===== config.mk =====
export PLATFORM = sky130hd
export DESIGN_NAME = smtp_data_dot_unstuffer_unit
export DESIGN_NICKNAME = d
export VERILOG_FILES = /design/src/design/dotu_pkg.sv /design/src/design/smtp_data_dot_unstuffer_unit.sv /design/src/design/dotu_resq.sv
export SDC_FILE = /design/constraint.sdc
export NUM_CORES = 1
export LEC_CHECK = 0
export BUFFER_PORTS_ARGS = -buffer_cell sky130_fd_sc_hd__buf_2
export CORE_MARGIN = 2
export CORE_UTILIZATION = 62
export DETAILED_ROUTE_END_ITERATION = 10
export GPL_TIMING_DRIVEN = 0
export PLACE_DENSITY_LB_ADDON = 0.08
export SLEW_MARGIN = 10
export SYNTH_ARGS = -nofsm -noshare
export SYNTH_HDL_FRONTEND = slang
export SYNTH_SLANG_ARGS = --single-unit

===== constraint.sdc =====
create_clock -name clk -period 15.92 [get_ports clk]
set_input_delay 0.796 -clock clk [delete_from_list [all_inputs] [get_ports clk]]
set_output_delay 0.796 -clock clk [all_outputs]
set_load 0.005 [all_outputs]

===== src/design/dotu_pkg.sv =====
// Shared constants and types for the SMTP DATA dot unstuffer.
`timescale 1ns / 1ps
package dotu_pkg;

  localparam int          COUNT_BITS_DEF = 32;
  localparam logic [31:0] MAX_BYTES_RST  = 32'd10485760;

  localparam logic [7:0] CH_CR  = 8'h0D;
  localparam logic [7:0] CH_LF  = 8'h0A;
  localparam logic [7:0] CH_DOT = 8'h2E;

  // register select, taken from paddr[2]
  localparam logic REG_MAX_BYTES = 1'b0;

  // result queue depth, power of two
  localparam int RESQ_DEPTH = 4;

  typedef enum logic [1:0] {
    KIND_DATA      = 2'd0,
    KIND_END       = 2'd1,
    KIND_TOO_LARGE = 2'd2
  } kind_t;

  typedef struct packed {
    logic [7:0] data;
    kind_t      kind;
    logic       last;
  } res_t;

endpackage


===== src/design/smtp_data_dot_unstuffer_unit.sv =====
// SMTP DATA dot unstuffer top level: line state, size check, config port.
// Throughput: one byte per cycle while in_stall is low; the output side moves
// one result per transaction, so bytes giving two results are absorbed by a
// four-entry result queue, which registers every result before out_valid.
// Reset (synchronous, active low): line state and size total cleared,
// result queue emptied, max_bytes set to 10485760.
`timescale 1ns / 1ps
module smtp_data_dot_unstuffer_unit #(
  parameter int COUNT_BITS = dotu_pkg::COUNT_BITS_DEF
) (
  input  logic        clk,
  input  logic        rst_n,
  input  logic        in_valid,
  output logic        in_stall,
  input  logic [7:0]  in_byte,
  output logic        out_valid,
  input  logic        out_stall,
  output logic [7:0]  out_byte,
  output logic [1:0]  out_kind,
  output logic        out_run_last,
  input  logic        psel,
  input  logic        penable,
  input  logic        pwrite,
  input  logic [2:0]  paddr,
  input  logic [31:0] pwdata,
  output logic [31:0] prdata,
  output logic        pready
);
  import dotu_pkg::*;

  localparam int CB    = COUNT_BITS;
  localparam int CMP_W = (COUNT_BITS > 32) ? COUNT_BITS : 32;
  localparam logic [CB-1:0] CNT_MAX = '1;

  typedef enum logic [1:0] {
    PH_START = 2'd0,
    PH_DOT   = 2'd1,
    PH_LINE  = 2'd2,
    PH_STRIP = 2'd3
  } phase_t;

  phase_t        phase_r, phase_nxt;
  logic          cr_held_r, cr_held_nxt;
  logic [CB-1:0] total_r, total_nxt;   // saturated appended + current line bytes
  logic [31:0]   max_bytes_r;

  logic          in_acc, cfg_wr, room2;
  logic          lf_end, big_now, big_inc, emit_b, rearm;
  logic [1:0]    inc, push_n, n_res;
  logic [CB:0]   tot_inc_w, tot_lf_w;
  logic [CB-1:0] tot_inc, tot_lf;
  phase_t        ph;
  res_t          e0, e1, head;
  logic          head_valid;

  function automatic phase_t advance(input phase_t p);
    phase_t r;
    case (p)
      PH_START: r = PH_LINE;
      PH_DOT:   r = PH_STRIP;
      default:  r = p;
    endcase
    return r;
  endfunction

  // config port
  assign pready = 1'b1;
  assign cfg_wr = psel && penable && pwrite && (paddr[2] == REG_MAX_BYTES);
  assign prdata = (paddr[2] == REG_MAX_BYTES) ? max_bytes_r : 32'd0;

  always_ff @(posedge clk) begin
    if (!rst_n) begin
      max_bytes_r <= MAX_BYTES_RST;
    end else if (cfg_wr) begin
      max_bytes_r <= pwdata;
    end
  end

  assign in_stall = !room2;
  assign in_acc   = in_valid && !in_stall;

  always_comb begin
    lf_end    = cr_held_r && (in_byte == CH_LF);
    inc       = {1'b0, cr_held_r} + {1'b0, in_byte != CH_CR};
    tot_inc_w = {1'b0, total_r} + (CB+1)'(inc);
    tot_inc   = tot_inc_w[CB] ? CNT_MAX : tot_inc_w[CB-1:0];
    // finished line: CR LF added, removed dot taken off
    tot_lf_w  = {1'b0, total_r} + ((phase_r == PH_STRIP) ? (CB+1)'(1) : (CB+1)'(2));
    tot_lf    = tot_lf_w[CB] ? CNT_MAX : tot_lf_w[CB-1:0];
    big_now   = CMP_W'(total_r) > CMP_W'(max_bytes_r);
    big_inc   = CMP_W'(tot_inc) > CMP_W'(max_bytes_r);

    ph          = cr_held_r ? advance(phase_r) : phase_r;
    emit_b      = 1'b0;
    cr_held_nxt = 1'b0;
    if (in_byte == CH_CR) begin
      cr_held_nxt = 1'b1;
    end else if (ph == PH_START && in_byte == CH_DOT) begin
      ph = PH_DOT;
    end else begin
      ph     = advance(ph);
      emit_b = 1'b1;
    end

    e0    = '{data: CH_CR, kind: KIND_DATA, last: 1'b0};
    e1    = '{data: in_byte, kind: KIND_DATA, last: 1'b1};
    rearm = 1'b0;
    n_res = 2'd0;
    phase_nxt = ph;
    total_nxt = tot_inc;

    if (lf_end) begin
      cr_held_nxt = 1'b0;
      if (big_now) begin
        e0    = '{data: 8'd0, kind: KIND_TOO_LARGE, last: 1'b1};
        n_res = 2'd1;
        rearm = 1'b1;
      end else if (phase_r == PH_DOT) begin
        e0    = '{data: 8'd0, kind: KIND_END, last: 1'b1};
        n_res = 2'd1;
        rearm = 1'b1;
      end else begin
        e1        = '{data: CH_LF, kind: KIND_DATA, last: 1'b1};
        n_res     = 2'd2;
        phase_nxt = PH_START;
        total_nxt = tot_lf;
      end
    end else if (big_inc) begin
      e0    = '{data: 8'd0, kind: KIND_TOO_LARGE, last: 1'b1};
      n_res = 2'd1;
      rearm = 1'b1;
    end else begin
      n_res = {1'b0, cr_held_r} + {1'b0, emit_b};
      if (!cr_held_r) begin
        e0 = '{data: in_byte, kind: KIND_DATA, last: 1'b1};
      end else if (!emit_b) begin
        e0.last = 1'b1;
      end
    end

    if (rearm) begin
      phase_nxt   = PH_START;
      cr_held_nxt = 1'b0;
      total_nxt   = '0;
    end
    push_n = in_acc ? n_res : 2'd0;
  end

  always_ff @(posedge clk) begin
    if (!rst_n) begin
      phase_r   <= PH_START;
      cr_held_r <= 1'b0;
      total_r   <= '0;
    end else if (in_acc) begin
      phase_r   <= phase_nxt;
      cr_held_r <= cr_held_nxt;
      total_r   <= total_nxt;
    end
  end

  dotu_resq u_resq (
    .clk        (clk),
    .rst_n      (rst_n),
    .push_n     (push_n),
    .push_e0    (e0),
    .push_e1    (e1),
    .room2      (room2),
    .head_valid (head_valid),
    .head       (head),
    .pop        (!out_stall)
  );

  assign out_valid    = head_valid;
  assign out_byte     = head.data;
  assign out_kind     = head.kind;
  assign out_run_last = head.last;

  a_rearm: assert property (@(posedge clk) disable iff (!rst_n)
    in_acc && rearm |=> total_r == '0 && phase_r == PH_START && !cr_held_r)
    else $error("state not cleared after end or too-large result");

  a_ctrl_last: assert property (@(posedge clk) disable iff (!rst_n)
    out_valid && out_kind != KIND_DATA |-> out_run_last && out_byte == 8'd0)
    else $error("control result not alone or carries data");

  a_line_done: assert property (@(posedge clk) disable iff (!rst_n)
    in_acc && lf_end && !rearm |=> phase_r == PH_START && !cr_held_r)
    else $error("line not closed on CR LF");

endmodule


===== src/design/dotu_resq.sv =====
// Result queue: takes up to two results per cycle, delivers one per transaction.
`timescale 1ns / 1ps
module dotu_resq (
  input  logic          clk,
  input  logic          rst_n,
  input  logic [1:0]    push_n,
  input  dotu_pkg::res_t push_e0,
  input  dotu_pkg::res_t push_e1,
  output logic          room2,
  output logic          head_valid,
  output dotu_pkg::res_t head,
  input  logic          pop
);
  import dotu_pkg::*;

  localparam int PW = $clog2(RESQ_DEPTH);
  localparam int CW = $clog2(RESQ_DEPTH + 1);

  res_t          mem_r [RESQ_DEPTH];
  logic [PW-1:0] wr_ptr_r, wr_ptr_nxt;
  logic [PW-1:0] rd_ptr_r, rd_ptr_nxt;
  logic [CW-1:0] cnt_r, cnt_nxt;
  logic          do_pop;

  assign head_valid = (cnt_r != '0);
  assign head       = mem_r[rd_ptr_r];
  assign room2      = (cnt_r <= CW'(RESQ_DEPTH - 2));
  assign do_pop     = pop && head_valid;

  always_comb begin
    wr_ptr_nxt = wr_ptr_r + PW'(push_n);
    rd_ptr_nxt = rd_ptr_r + PW'(do_pop);
    cnt_nxt    = cnt_r + CW'(push_n) - CW'(do_pop);
  end

  always_ff @(posedge clk) begin
    if (!rst_n) begin
      wr_ptr_r <= '0;
      rd_ptr_r <= '0;
      cnt_r    <= '0;
    end else begin
      wr_ptr_r <= wr_ptr_nxt;
      rd_ptr_r <= rd_ptr_nxt;
      cnt_r    <= cnt_nxt;
    end
  end

  always_ff @(posedge clk) begin
    if (push_n != 2'd0) begin
      mem_r[wr_ptr_r] <= push_e0;
    end
    if (push_n == 2'd2) begin
      mem_r[wr_ptr_r + PW'(1)] <= push_e1;
    end
  end

endmodule


==> flow_summary_export.csv <==
group,metric,value,unit
synth,synth_nets,1187,
clocking,cts-hold-fix-buffers,0,
pwr,seqPwrFrac,35.9,%
pwr,intPower,689,uW
clocking,tritoncts,"yes",
synth,synth_area_leader_cell,"dfxtp_1",
setup_path,crit_type,"input port to register",
clocking,post_cts_buffers,0,
worst_hold_path,min_path_type,"register to register",
timing,min_period_over_period,57.6,%
detailed_routing,routed_wl,26400,um
pwr,p_sw_share,28.9,%
setup_path,worstSetupEndpointType,"register",
clocking,cts_root_buffer,"clkbuf_16",
setup_path,timing.critical_path.fanout_max,10,
global_route,grt.total_usage,35.9,%
synth,synth_edf_count,32,
pwr,finalPower,970,uW
detailed_routing,vias,8551,
synth,syn_area,8660,um^2
synth,ys.flop_type,"dfxtp_1",
synth,yosys_warnings,0,
setup_path,slowest_stage,"nor4_1",
placement,dp_hpwl,19500,um
detailed_routing,firstDrtPassIters,6,
final_layout,antenna_cells,0,
final_layout,final_nets,1297,
timing,worst_slack,6.75,ns
floorplan,die_h,122,um
synth,synthCells,1061,
pwr,leakagePower,0.00407,uW
floorplan,ioPinCount,96,
pwr,combPwrFrac,20.8,%
final_layout,syn_to_final_growth,15.2,%
synth,synthTopCellsByArea,"dfxtp_1 (20%), edfxtp_1 (11%), ha_1 (11%)",
synth,synth_cell_type_count,75,
clocking,clk_latency,0.43,ns
pwr,peakVddDrop,0.0728,mV
setup_path,critPathLaunchType,"input port",
timing,max_freq,109,MHz
final_layout,multi_input_area,5530,um^2
detailed_routing,via_per_inst,6.27,
placement,port_buffers,91,
detailed_routing,drt-initial-drc-count,1051,
synth,synth_seq_cells,118,
final_layout,drive_above_1_share,13.9,%
detailed_routing,avgRoutedWirePerCell,19.4,um
global_route,grt_overflow,0,
synth,syn_area_per_cell,8.17,um^2
timing,tns,0,ns
floorplan,rows,43,
timing,rsz0062_at_grt,"false",
timing,worst_pin_slew,1.12,ns
clocking,clkSlewWorstSetupHoldPaths,0.06,ns
global_route,grt_pass1_wl,40500,um
final_layout,fill_cells,1123,
clocking,cts.repair.resized,0,
timing,final_max_slew_viol_count,0,
setup_path,worstPathArrival,9.49,ns
timing,slew_headroom,24.4,%
clocking,cts_buffer_depth,2,
clocking,clock-sinks,118,
detailed_routing,drtAntennaViolNets,0,
timing,hold_ws,0.457,ns
status,status,"complete, no violations",
setup_path,max_stage_delay,0.73,ns
synth,ys_seq_area_share,31.0,%
final_layout,final_core_util,72.5,%
pwr,powerDensity,97.2,nW/um^2
timing,fin_skew,0.0108,ns
job,max-cap-violations,0,
synth,yosysTopAreaCellShare,19.9,%
pwr,clock_power_share,43.3,%
global_route,grt_pass1_vias,7759,
placement,pre_cts_ws,6.77,ns
global_route,grt_max_degree,17,
timing,hold_viol_final,0,
final_layout,seqCellArea,2680,um^2
floorplan,core_area,13800,um^2
synth,synthArstFlopShare,0,%
placement,place_congestion,1.01,
floorplan,die_area,14900,um^2
timing,fin_crit,9.17,ns
global_route,antenna_found_initial,0,
clocking,cts_max_level,4,
setup_path,worstPathRequired,16.24,ns
clocking,cts-buffers-inserted,17,
timing,setup_viol,0,
detailed_routing,drc_errors,0,
floorplan,initial_utilization,62.9,%
floorplan,die_w,122,um
pwr,switchingPower,281,uW
## cell usage in the layout, fill, tap and decap left out, types with 12 or more instances in the layout
cell type,synthesis,final
nand2b_1,13,13
a21boi_0,36,36
nand4_1,35,35
mux4_2,12,12
o211ai_1,12,12
nor4_1,14,14
o21a_1,14,14
ha_1,73,73
clkbuf_1,52,54
nand3_1,46,46
or3_1,13,13
o21ai_0,28,28
clkbuf_16,0,19
xor2_1,17,17
xnor2_1,24,24
nand2_1,170,170
a21oi_1,55,55
dfxtp_1,86,86
buf_2,6,97
and2_1,36,36
nor2_1,86,86
nor3_1,18,18
inv_1,47,47
edfxtp_1,32,32
## per-stage QoR
stage | cell area [um^2] | instances
2_1_floorplan | 8660 | 1061
3_3_place_gp | 9340 | 1332
3_5_place_dp | 9340 | 1332
4_1_cts | 9980 | 1364
5_1_grt | 9980 | 1364
6_report | 9980 | 1364
## cell type report
cell class / count / area share, %
multi-input cells: 830 / 55.4
flip-flops and latches: 118 / 26.9
clock buffers: 21 / 4.84
repair buffers: 91 / 4.56
plain buffers: 66 / 2.71
well taps: 180 / 2.26
inverters: 47 / 1.77
clock inverters: 11 / 1.57
## flip-flops by register name, summed over array words and instances, names as in the netlist
name             count
total_r             32
u_resq.wr_ptr_r      2
u_resq.rd_ptr_r      2
max_bytes_r         32
u_resq.mem_r        44
cr_held_r            1
phase_r              2
u_resq.cnt_r         3
## metal layers
layer / track usage (%) / up-vias / wire length (um)
met5: 0 / - / 0
met4: 16.3 / 0 / 935
met3: 6.41 / 79 / 2650
met2: 55.7 / 497 / 11600
met1: 48.6 / 3952 / 11300
li1: - / 4023 / -
## path summary, 6_finish.rpt
check	cells past startpoint	slack (ns)	start	end
setup reg to reg	26	7.54	cr_held_r	u_resq.cnt_r[2]
hold / removal	2	0.46	u_resq.mem_r[2][1]	u_resq.mem_r[2][1]
hold reg to reg	2	0.46	u_resq.mem_r[2][1]	u_resq.mem_r[2][1]
setup / recovery	28	6.75	in_byte[7]	u_resq.cnt_r[2]
## cells in the mapped netlist, types with 3 or more instances
master	instances
nor4_1	14
a21o_1	8
o21a_1	14
and4_1	3
clkbuf_1	52
mux4_2	12
buf_1	5
or3_1	13
xnor2_1	24
a31oi_1	3
nor3_1	18
nand4b_1	3
or2_2	5
nand3_1	46
a31o_2	3
nor2b_1	9
and2_1	36
a21oi_1	55
o31ai_1	6
o31a_1	3
fa_1	3
dfxtp_1	86
nand2_1	170
mux2i_1	11
o21ai_0	28
a211oi_1	4
a21boi_0	36
nand4_1	35
nor2_1	86
inv_1	47
and3_1	9
ha_1	73
a32o_1	11
buf_2	6
edfxtp_1	32
xor2_1	17
o211ai_1	12
o21ai_1	3
nand2b_1	13
## cell families after synthesis
family                   count (synthesis)  share of synthesized area, %
other                                    1                        0.0433
flip-flops                             118                          31.0
AND/OR/NAND/NOR                        474                          26.8
adder cells (fa/ha/maj)                 76                          11.2
AO/OA/AOI/OAI                          215                          17.3
XOR/XNOR                                41                          4.14
buffers and inverters                  113                          5.16
multiplexers                            23                          4.39
## critical path: cells and delay by family
kind	cells	cell delay, ns
buffers and inverters	8	2.96
xor gates and xnor gates	1	0.13
and+or+nand+nor	12	3.64
adders and majority gates	5	1.54
AOI/OAI and AO/OA	2	0.39
## power by group through the flow
stage	clock [uW]	sequential [uW]	combinational, uW
2_1_floorplan	0	349	135
3_3_place_gp	0	353	191
3_5_place_dp	0	354	197
4_1_cts	420	348	200
5_1_grt	435	350	223
6_report	420	349	201
No activity file was read; power rests on OpenSTA's default activity.
